<file path="src/hdl/mts_pkg.sv">
// mts_pkg: shared types for the min threshold strong connectivity block
// controller states and the command and status groups between the two modules
// no dependencies
`timescale 1ns / 1ps

package mts_pkg;

    // controller states, one-hot
    typedef enum logic [9:0] {
        S_LOAD      = 10'b0000000001,
        S_RECALC    = 10'b0000000010,
        S_START     = 10'b0000000100,
        S_CHECK     = 10'b0000001000,
        S_OUTER     = 10'b0000010000,
        S_SCAN_RD   = 10'b0000100000,
        S_SCAN_TEST = 10'b0001000000,
        S_REV_START = 10'b0010000000,
        S_DECIDE    = 10'b0100000000,
        S_EMIT      = 10'b1000000000
    } state_t;

    // commands from the controller to the datapath
    typedef struct packed {
        logic load;
        logic cfg_write;
        logic div_start;
        logic div_step;
        logic search_init;
        logic fwd_init;
        logic outer_skip;
        logic outer_push;
        logic scan_rd;
        logic scan_push;
        logic scan_next;
        logic scan_pop;
        logic rev_init;
        logic decide;
        logic emit;
    } cmd_t;

    // status from the datapath to the controller
    typedef struct packed {
        logic div_last;
        logic range_open;
        logic outer_done;
        logic outer_visited;
        logic scan_hit;
        logic scan_last;
        logic depth_one;
        logic reverse;
        logic out_busy;
    } status_t;

endpackage

</file>
<file path="src/hdl/mts_controller.sv">
// mts_controller: state machine sequencing load, binary search and the two
// depth-first passes of each connectivity test
// depends on mts_pkg
`timescale 1ns / 1ps

module mts_controller (
    input  logic             clk,
    input  logic             rst_n,
    input  logic             in_valid,
    input  logic             last_entry,
    input  logic             cfg_valid,
    input  mts_pkg::status_t status,
    output logic             in_ready,
    output logic             cfg_ready,
    output mts_pkg::cmd_t    cmd
);
    import mts_pkg::*;

    state_t state_reg, state_next;

    // next state and commands
    always_comb
    begin
        state_next = state_reg;
        cmd        = '0;
        in_ready   = 1'b0;
        cfg_ready  = 1'b0;

        case (state_reg)
            S_LOAD:
            begin
                cfg_ready = 1'b1;
                in_ready  = !cfg_valid;
                if (cfg_valid)
                begin
                    cmd.cfg_write = 1'b1;
                    cmd.div_start = 1'b1;
                    state_next    = S_RECALC;
                end
                else if (in_valid)
                begin
                    cmd.load = 1'b1;
                    if (last_entry)
                        state_next = S_START;
                end
            end
            S_RECALC:
            begin
                cfg_ready = 1'b1;
                if (cfg_valid)
                begin
                    cmd.cfg_write = 1'b1;
                    cmd.div_start = 1'b1;
                end
                else
                begin
                    cmd.div_step = 1'b1;
                    if (status.div_last)
                        state_next = S_LOAD;
                end
            end
            S_START:
            begin
                cmd.search_init = 1'b1;
                state_next      = S_CHECK;
            end
            S_CHECK:
            begin
                if (status.range_open)
                begin
                    cmd.fwd_init = 1'b1;
                    state_next   = S_OUTER;
                end
                else
                begin
                    state_next = S_EMIT;
                end
            end
            S_OUTER:
            begin
                if (status.outer_done)
                    state_next = S_REV_START;
                else if (status.outer_visited)
                    cmd.outer_skip = 1'b1;
                else
                begin
                    cmd.outer_push = 1'b1;
                    state_next     = S_SCAN_RD;
                end
            end
            S_SCAN_RD:
            begin
                cmd.scan_rd = 1'b1;
                state_next  = S_SCAN_TEST;
            end
            S_SCAN_TEST:
            begin
                if (status.scan_hit)
                begin
                    cmd.scan_push = 1'b1;
                    state_next    = S_SCAN_RD;
                end
                else if (!status.scan_last)
                begin
                    cmd.scan_next = 1'b1;
                    state_next    = S_SCAN_RD;
                end
                else
                begin
                    cmd.scan_pop = 1'b1;
                    if (!status.depth_one)
                        state_next = S_SCAN_RD;
                    else if (status.reverse)
                        state_next = S_DECIDE;
                    else
                        state_next = S_OUTER;
                end
            end
            S_REV_START:
            begin
                cmd.rev_init = 1'b1;
                state_next   = S_SCAN_RD;
            end
            S_DECIDE:
            begin
                cmd.decide = 1'b1;
                state_next = S_CHECK;
            end
            S_EMIT:
            begin
                if (!status.out_busy)
                begin
                    cmd.emit   = 1'b1;
                    state_next = S_LOAD;
                end
            end
            default:
            begin
                state_next = S_LOAD;
            end
        endcase
    end

    always_ff @(posedge clk or negedge rst_n)
    begin
        if (!rst_n)
            state_reg <= S_LOAD;
        else
            state_reg <= state_next;
    end

    // the marked final entry always starts a search
    a_last_starts: assert property (@(posedge clk) disable iff (!rst_n)
        (in_valid && in_ready && last_entry) |=> (state_reg == S_START))
        else $error("final entry did not start the search");

    // no input transfer while a search is running
    a_no_load_busy: assert property (@(posedge clk) disable iff (!rst_n)
        cmd.load |-> (state_reg == S_LOAD))
        else $error("entry taken outside the load state");

    // a result is only produced once the range has closed
    a_emit_closed: assert property (@(posedge clk) disable iff (!rst_n)
        cmd.emit |-> !status.range_open)
        else $error("result produced with an open search range");

endmodule

</file>
<file path="config.mk">
export PLATFORM = sky130hd
export DESIGN_NAME = mts_controller
export DESIGN_NICKNAME = d
export VERILOG_FILES = /design/src/hdl/mts_pkg.sv /design/src/hdl/mts_controller.sv
export SDC_FILE = /design/constraint.sdc
export NUM_CORES = 1
export LEC_CHECK = 0
export BUFFER_PORTS_ARGS = -buffer_cell sky130_fd_sc_hd__buf_2
export CORE_MARGIN = 2
export CORE_UTILIZATION = 35
export DETAILED_ROUTE_END_ITERATION = 10
export HOLD_SLACK_MARGIN = 0.12
export PLACE_DENSITY_LB_ADDON = 0.3
export SLEW_MARGIN = 10
export SYNTH_ARGS = -nofsm -noshare
export SYNTH_HDL_FRONTEND = slang
export SYNTH_SLANG_ARGS = --single-unit
export TNS_END_PERCENT = 10
</file>
<file path="constraint.sdc">
create_clock -name clk -period 1.4 [get_ports clk]
set_input_delay 0.07 -clock clk [delete_from_list [all_inputs] [get_ports clk]]
set_output_delay 0.07 -clock clk [all_outputs]
set_load 0.01 [all_outputs]
</file>
==> flow_summary.json, run 1 <==
{
  "endpoint_kind": "primary output",
  "final_cell_count_no_fill": 179,
  "synth_fp_nets": 105,
  "vias_per_cell": 5.156,
  "portBuffers": 30,
  "maxSlewHeadroom_pct": 76.19,
  "synth_top_cell_by_area": "dfrtp_1",
  "antenna_left": 0,
  "synth_top_area_share_pct": 29.27,
  "fin_crit_ns": 1.789,
  "powerDensity_nw_per_um2": 1477,
  "yosysMostFrequentCell": "nor2_1",
  "synth_common_cells": "nor2_1 (13), dfrtp_1 (9), nor3_1 (8)",
  "syn_inst": 91,
  "grt_max_degree": 11,
  "cts.clk_slew.worst_paths_ns": 0.07,
  "drv_slew": 0,
  "dp_cells": 160,
  "die_h_um": 50.89,
  "slowest_stage": "dfrtp_2",
  "start_util_pct": 38.06,
  "violations": "setup timing",
  "critPathRequiredTime_ns": 1.33,
  "peakVddDrop_mv": 0.8294,
  "leakagePower_nw": 0.6426,
  "overflow": 0,
  "path_delay_family": "simple AND/OR/NAND/NOR gates",
  "finalSetupViolations": 20,
  "fin_crit_sh_pct": 127.8,
  "stdcell_area_um2": 1334,
  "cts_buffers": 3,
  "yosys_register_bits": 10,
  "postSynth.asyncResetShare_pct": 100.0,
  "max_freq_ghz": 0.5590,
  "syn_avg_cell_area_um2": 8.456,
  "gp_congestion": 0.8135,
  "crit_arrival_ns": 1.72,
  "largest_reg_flops": 10,
  "wl_per_cell_um": 14.26,
  "pin_count": 31,
  "grt_pass1_vias": 917,
  "synth_area_um2": 769.5,
  "drt-total-wl_mm": 2.552,
  "cts_sinks": 10,
  "hold_class": "in -> reg",
  "critical_path_class": "reg -> out",
  "synthFlopType": "dfrtp_1",
  "fill_cells": 161,
  "antenna_found_initial": 0,
  "yosys-top-cells-area": "dfrtp_1 (29%), nor2_1 (6.3%), nor4_4 (5.5%), nor3_1 (5.2%), nor3b_1 (4.9%)",
  "ys.warnings.count": 0,
  "path_cells": "nor4_4, and3b_2, and3_4, buf_6",
  "drtPass1Iterations": 4,
  "hold_viol": 0,
  "core_area_um2": 2022,
  "rsz0062_at_grt": "yes",
  "placed_area_um2": 1047,
  "cp.buffers_inverters": 1,
  "clock_tree.buffer_depth": 2,
  "dieWidth_um": 50.89,
  "drc": 0,
  "cap_violations": 0,
  "place_ws_ns": -0.1854,
  "critPathLaunchType": "register",
  "clockRootBuffer": "clkbuf_4",
  "multi_input_area_um2": 586.8,
  "fin_nets": 167,
  "worst_pin_slew_ns": 0.3545,
  "layout-drive-gt1-share_pct": 54.61,
  "synth_edf_count": 0,
  "critical_path.max_stage_delay_ns": 0.43,
  "route.vias.total": 923,
  "setup_slack_ns": -0.3889,
  "syn2layout_area_growth_pct": 73.33,
  "skew_ns": 0.002340,
  "ys_seq_area_share_pct": 32.68,
  "cts_tree": "yes",
  "drt_iter0_markers": 28,
  "track_usage_pct": 21.39,
  "grt_pass1_wl_mm": 4.140,
  "status": "finished, violations left",
  "cp_max_fo": 5,
  "htree_levels": 1,
  "ys_types": 33,
  "clk_latency_ns": 0.27,
  "seq_area_um2": 254.0,
  "detailed_place_hpwl_mm": 1.593,
  "row_count": 16,
  "dieArea_um2": 2590,
  "antenna_cells": 0
}
layout by cell type (no fill, tap or decap), types with 2 or more instances in the layout:
master / netlist / routed
inv_1: 3 / 3
nand3b_1: 3 / 3
clkbuf_4: 0 / 3
o21ai_0: 3 / 3
xor2_1: 2 / 2
and2_1: 4 / 4
dfrtp_1: 9 / 7
nand2b_1: 3 / 2
dfrtp_2: 0 / 2
nor3_2: 1 / 4
nor2_1: 13 / 10
nor4_4: 2 / 3
nor2_2: 0 / 3
nor2b_1: 4 / 4
nor3b_2: 1 / 5
nand3_1: 4 / 4
nand2_1: 5 / 4
buf_4: 1 / 21
dlygate4sd3_1: 0 / 8
buf_6: 1 / 3
and3_1: 3 / 2
nor3_1: 8 / 4
buf_2: 0 / 28
cells by family after synthesis:
logic type             synth area share, %
AND/OR/NAND/NOR                      50.73
flip-flops                           32.68
buffers and inverters                4.552
AO/OA/AOI/OAI                        8.455
XOR/XNOR                             2.277
multiplexers                         1.301
per-layer routing:
| metal | track usage, % | up-vias | share of wire [%] |
|---|---|---|---|
| met1 | 25.64 | 441 | 40 |
| li1 | - | 445 | - |
| met2 | 38.82 | 35 | 55 |
| met4 | 4.505 | 0 | 0.24 |
| met3 | 4.971 | 2 | 4.1 |
| met5 | 0 | - | 0 |
through the flow:
| stage | total power [mW] | hold WS [ns] | util [%] | TNS [ns] |
|---|---|---|---|---|
| after CTS | 1.783 | 0.1227 | 62.00 | -4.745 |
| final | 1.969 | 0.1126 | 65.97 | -5.211 |
| after global routing | 2.113 | 0.1371 | 65.97 | -6.916 |
| after global placement | 1.313 | -0.05150 | 51.79 | -0.7842 |
| after floorplan | 1.012 | -0.2256 | - | -0.3847 |
| after detailed placement | 1.333 | -0.04895 | 51.79 | -1.181 |
tightest hold or removal path, delay by kind of cell:
family,cells,cell delay (ns)
buf+inv,1,0.09
simple gates,2,0.09
compound gates,1,0.09
final timing paths:
| kind | depth (start not counted) | start | to | slack, ns |
|---|---|---|---|---|
| min in group asynchronous | 2 | rst_n | state_reg[5] | 0.19 |
| max reg2reg | 5 | state_reg[0] | state_reg[0] | -0.13 |
| min reg2reg | 2 | state_reg[4] | state_reg[6] | 0.68 |
| min | 4 | status[8] | state_reg[1] | 0.11 |
| max in group asynchronous | 2 | rst_n | state_reg[0] | 0.95 |
| max | 4 | state_reg[6] | cmd[13] | -0.39 |
what timing repair did:
action	in CTS	in global routing
hold buffers	8	0
gates resized for setup	11	14
hold endpoints to repair	15	0
setup buffers	6	1
pin swaps	7	6
setup endpoints to repair	21	23
cell type report:
class                   count  share of cell area (%)
flip-flops and latches     10                   19.04
clock buffers               4                   2.720
multi-input cells          75                   44.00
repair buffers             60                   30.86
inverters                   3                  0.8443
well taps                  27                   2.533
power by group:
group	internal, mW	leakage (nW)	switching [mW]
sequential	0.352	0.131	0.101
combinational	0.667	0.490	0.587
clock	0.158	0.0210	0.104
No activity file was read; power rests on OpenSTA's default activity.
==> run 2: changes to the inputs <==
- ABC_AREA: default -> 1
- CORE_ASPECT_RATIO: default -> 0.9
- PLACE_DENSITY: default -> 0.7
- PLACE_DENSITY_LB_ADDON: 0.3 -> default
==> flow_summary.json, run 2 <==
{
  "grtUsageMet1_pct": 20.85,
  "startpoint": "state_reg[6]",
  "critPathLaunchType": "register",
  "critical_path.max_stage_delay_ns": 0.42,
  "critical_path_class": "reg -> out",
  "grt_pass1_vias": 946,
  "start_util_pct": 37.61,
  "grt_pass1_wl_mm": 3.981,
  "path_delay_family": "simple AND/OR/NAND/NOR gates",
  "yosysMostFrequentCell": "nor2_1",
  "syn_inst": 127,
  "cts_buffers": 3,
  "clk_latency_ns": 0.27,
  "utilization_pct": 55.63,
  "leakagePower_nw": 0.7094,
  "antenna_cells": 0,
  "place_ws_ns": -0.01362,
  "worst_pin_slew_ns": 0.2660,
  "core_area_um2": 2222,
  "overflow": 0,
  "syn_avg_cell_area_um2": 6.581,
  "synth_common_cells": "nor2_1 (27), nand2_1 (20), inv_1 (18)",
  "max_freq_ghz": 0.6326,
  "maxSlewHeadroom_pct": 82.10,
  "largest_reg_flops": 10,
  "track_usage_pct": 17.97,
  "wl_per_cell_um": 11.47,
  "setup_slack_ns": -0.1807,
  "drt_iter0_markers": 25,
  "synth_top_area_share_pct": 26.95,
  "vias_per_cell": 4.767,
  "reg2reg_setup_slack_ns": -0.04,
  "antenna_found_initial": 0,
  "powerDensity_nw_per_um2": 1411,
  "drt-total-wl_mm": 2.316,
  "rr_worst_depth": 9,
  "cap_violations": 0,
  "row_count": 16,
  "postSynth.asyncResetShare_pct": 100.0,
  "htree_levels": 1,
  "antenna_left": 0,
  "cts_tree": "yes",
  "grt_max_degree": 11,
  "r2r_end": "state_reg[9]",
  "synthFlopType": "dfrtp_1",
  "gp_congestion": 0.8677,
  "synth_area_um2": 835.8,
  "drc": 0,
  "final_cell_mix": "buf_2 (30), nor2_1 (24), inv_1 (18), nand2_1 (17)",
  "fin_crit_sh_pct": 112.9,
  "ys_seq_area_share_pct": 30.09,
  "slowest_stage": "dfrtp_1",
  "hold_viol": 0,
  "yosys-top-cells-area": "dfrtp_1 (27%), nor2_1 (12%), nand2_1 (9.0%), inv_1 (8.1%), nor2_4 (8.1%)",
  "portBuffers": 30,
  "yosys_register_bits": 10,
  "finalSetupViolations": 20,
  "crit_arrival_ns": 1.51,
  "die_h_um": 50.36,
  "pin_count": 31,
  "dieWidth_um": 55.51,
  "final_common_cell": "buf_2",
  "cp_max_fo": 4,
  "drv_slew": 0,
  "critPathRequiredTime_ns": 1.33,
  "hold_class": "in -> reg",
  "syn2layout_area_growth_pct": 47.90,
  "totalPowerFinal_mw": 1.745,
  "status": "finished, violations left",
  "path_cells": "nor2_4, nand2_2, nor2_4, nand2_2, a21oi_2, buf_2",
  "skew_ns": 0.002753,
  "ys.warnings.count": 0,
  "cts.clk_slew.worst_paths_ns": 0.07,
  "fin_crit_ns": 1.581,
  "dieArea_um2": 2795,
  "worst-path-stages": 6,
  "fin_nets": 190,
  "drtPass1Iterations": 4,
  "ys_types": 21,
  "cp.buffers_inverters": 1,
  "rsz0062_at_grt": "yes",
  "peakVddDrop_mv": 0.9674,
  "grtUsageMet2_pct": 33.33,
  "grt_util_met3_pct": 5.412,
  "top_usage_layer": "met2",
  "synth_edf_count": 0,
  "violations": "setup timing",
  "rr_startpoint": "state_reg[6]",
  "detailed_place_hpwl_mm": 1.668,
  "clock_tree.buffer_depth": 2,
  "route.vias.total": 963,
  "synth_top_cell_by_area": "dfrtp_1",
  "endpoint_kind": "primary output",
  "clockRootBuffer": "clkbuf_4",
  "endpoint": "cmd[12]",
  "synth_fp_nets": 141,
  "cts_sinks": 10,
  "layout-drive-gt1-share_pct": 45.14
}
## run 2: cell types whose count changed after synthesis, sizes merged, moves of 4 or more
| cell | change |
|---|---|
| inv | +21 |
| nor2 | +25 |
| nand3 | +9 |
| nor2b | -4 |
| nand2 | +21 |
| nor3b | -5 |
| and2 | -4 |
## run 2: worst reg2reg max path, stage by stage, from the launching register on
cell and delay, ns:
dfrtp_1 0.42, nor2_4 0.17, nand2_2 0.08, nor2_4 0.18, buf_4 0.14, nand3_2 0.09, nand2_2 0.09, nor2_2 0.05
nor2_2 0.06, nor2_1 0.04
## run 2: cell families (layout without fill, tap and decap cells)
family	after synthesis	after routing	share of synthesized area, %
AO/OA/AOI/OAI	4	4	2.844
flip-flops	10	10	30.09
AND/OR/NAND/NOR	87	87	54.94
buffers and inverters	26	74	12.12
## run 2: what timing repair did
| action | 4_1_cts | 5_1_grt |
|---|---|---|
| gates cloned | 0 | 0 |
| hold buffers | 8 | 0 |
| gates resized for setup | 11 | 5 |
| pin swaps | 8 | 4 |
| setup endpoints to repair | 20 | 21 |
| setup buffers | 4 | 1 |
| hold endpoints to repair | 13 | 0 |
## run 2: report_power, final
part / switching (mW) / internal [mW] / total, mW
clock network: 0.108 / 0.110 / 0.218
registers: 0.0568 / 0.353 / 0.409
logic: 0.674 / 0.443 / 1.12
total: 0.838 / 0.907 / 1.74
## run 2: worst min path at each step
stage                     startpoint            to  slack [ns]  cells past startpoint
after floorplan                rst_n  state_reg[1]       -0.23                      0
after global placement         rst_n  state_reg[3]       -0.05                      1
after detailed placement       rst_n  state_reg[3]       -0.05                      1
after CTS                  cfg_valid  state_reg[1]        0.13                      3
after global routing       status[7]  state_reg[4]        0.15                      3
final                      status[7]  state_reg[4]        0.14                      3
## run 2: cell type report
class	count	area, µm²
timing repair buffer	45	282.8
fill	190	985.9
tap	27	33.78
multi-input combinational	91	544.3
sequential	10	252.7
clock buffer	4	26.28
inverter	25	96.34
## run 2: per-layer routing
metal | share of wire (%) | wire (µm) | vias up
met5 | 0 | 0 | -
met4 | 0 | 0 | 0
met3 | 6.9 | 159 | 0
met2 | 52 | 1207 | 33
met1 | 41 | 950 | 442
li1 | - | - | 488
## run 2: per-stage QoR
stage | std cells | area, µm² | TNS [ns] | hold WS [ns]
floorplan | 127 | 839.6 | 0 | -0.2256
global placement | 185 | 1031 | 0 | -0.05244
detailed placement | 185 | 1031 | -0.02450 | -0.05237
CTS | 201 | 1206 | -1.641 | 0.1343
global route | 202 | 1236 | -3.795 | 0.1515
finish | 202 | 1236 | -1.765 | 0.1399
==> run 3: changes to the inputs <==
- CTS_BUF_LIST: default -> sky130_fd_sc_hd__clkbuf_2
- SLEW_MARGIN: 10 -> default
==> flow_summary.json, run 3 (synthesized netlist as in run 2, its figures left out) <==
{
  "crit_arrival_ns": 1.52,
  "cp.buffers_inverters": 1,
  "antenna_left": 0,
  "grt_max_degree": 11,
  "fin_crit_ns": 1.593,
  "row_count": 16,
  "antenna_cells": 0,
  "worst_pin_slew_ns": 0.2886,
  "clockRootBuffer": "clkbuf_2",
  "setup_slack_ns": -0.1929,
  "powerDensity_nw_per_um2": 1397,
  "drt_iter0_markers": 31,
  "cts_tree": "yes",
  "path_cells": "nor2_4, nand2_2, nor2_4, nand2_2, a21oi_2, buf_2",
  "overflow": 0,
  "die_h_um": 50.36,
  "portBuffers": 30,
  "cp_max_fo": 4,
  "clk_latency_ns": 0.26,
  "pin_count": 31,
  "critical_path.max_stage_delay_ns": 0.43,
  "dp_cells": 185,
  "utilization_pct": 55.91,
  "peakVddDrop_mv": 1.006,
  "dieWidth_um": 55.51,
  "leakagePower_nw": 0.7106,
  "detailed_place_hpwl_mm": 1.668,
  "stdcell_area_um2": 1242,
  "violations": "setup timing",
  "track_usage_pct": 18.08,
  "core_area_um2": 2222,
  "final_cell_count_no_fill": 202,
  "max_freq_ghz": 0.6278,
  "hold-path-cell-count": 4,
  "start_util_pct": 37.61,
  "totalPowerFinal_mw": 1.736,
  "endpoint_kind": "primary output",
  "antenna_found_initial": 0,
  "hold_class": "in -> reg",
  "wl_per_cell_um": 11.92,
  "final_common_cell": "buf_2",
  "multi_input_area_um2": 556.8,
  "cts_sinks": 10,
  "drc": 0,
  "cap_violations": 0,
  "critPathRequiredTime_ns": 1.33,
  "dieArea_um2": 2795,
  "fin_crit_sh_pct": 113.8,
  "vias_per_cell": 4.832,
  "rsz0062_at_grt": "yes",
  "clock_tree.buffer_depth": 2,
  "critPathLaunchType": "register",
  "maxSlewHeadroom_pct": 80.58,
  "drt-total-wl_mm": 2.408,
  "grt_pass1_wl_mm": 4.002,
  "skew_ns": 0.001418,
  "largest_reg_flops": 10,
  "hold_viol": 0,
  "htree_levels": 1,
  "final_cell_mix": "buf_2 (30), nor2_1 (21), inv_1 (17), nand2_1 (17), nor2_4 (10)",
  "cts_buffers": 3,
  "placed_area_um2": 1031,
  "critical_path_class": "reg -> out",
  "place_ws_ns": -0.01362,
  "fin_nets": 190,
  "slowest_stage": "dfrtp_1",
  "rr_worst_depth": 9,
  "fill_cells": 190,
  "cts.clk_slew.worst_paths_ns": 0.11,
  "layout-drive-gt1-share_pct": 48.00,
  "worst-path-stages": 6,
  "drtPass1Iterations": 4,
  "finalSetupViolations": 20,
  "drv_slew": 0,
  "status": "finished, violations left",
  "syn2layout_area_growth_pct": 48.65,
  "grt_pass1_vias": 954,
  "gp_congestion": 0.8677,
  "path_delay_family": "simple AND/OR/NAND/NOR gates",
  "route.vias.total": 976,
  "seq_area_um2": 252.7
}
[run 3: cell types whose count changed in the layout (fill, tap and decap cells not counted), moves of 2 or more]
cell / before / now
nor2_2: 5 / 7
nor2_1: 24 / 21
clkbuf_2: 0 / 4
clkbuf_4: 3 / 0
[run 3: final cells by class]
| type | instances | area share [%] |
|---|---|---|
| multi-input combinational | 91 | 44.81 |
| timing repair buffer | 45 | 22.76 |
| sequential | 10 | 20.34 |
| inverter | 25 | 7.754 |
| tap | 27 | 2.719 |
| clock buffer | 4 | 1.611 |
[run 3: routing by layer]
metal	global-route usage (%)	vias up	share of wire, %
li1	-	490	-
met1	20.85	451	40
met2	33.93	35	54
met3	5.155	0	6.8
met4	2.439	0	0
met5	0	-	0
[run 3: stage by stage]
| step | TNS (ns) | hold slack, ns |
|---|---|---|
| after CTS | -1.714 | 0.1333 |
| after detailed placement | -0.02450 | -0.05237 |
| after global routing | -4.196 | 0.1528 |
| after floorplan | 0 | -0.2256 |
| after global placement | 0 | -0.05244 |
| final | -2.023 | 0.1367 |
[run 3: worst paths after layout]
kind	from	end	slack [ns]
setup / recovery	state_reg[6]	cmd[12]	-0.19
max in group asynchronous	rst_n	state_reg[0]	0.93
hold reg to reg	state_reg[4]	state_reg[6]	0.53
setup reg to reg	state_reg[6]	state_reg[9]	-0.04
hold / removal	status[8]	state_reg[1]	0.14
min in group asynchronous	rst_n	state_reg[8]	0.21
[run 3: report_power, final]
group          internal [mW]  switching, mW
Combinational          0.448          0.682
Sequential             0.353         0.0667
Clock                 0.0758          0.111
[run 3: worst reg2reg max path: stages (launching register included)]
cell and delay [ns]:
dfrtp_1 0.43, nor2_4 0.18, nand2_2 0.09, nor2_4 0.17
buf_4 0.14, nand3_2 0.08, nand2_2 0.09, nor2_2 0.05
nor2_2 0.06, nor2_1 0.04
[run 3: timing repair]
item,in CTS,in global routing
endpoints found under the setup margin,20,21
resized for setup,13,8
setup buffers,4,1
hold endpoints to repair,13,0
pin swaps,8,7
hold buffers,8,0
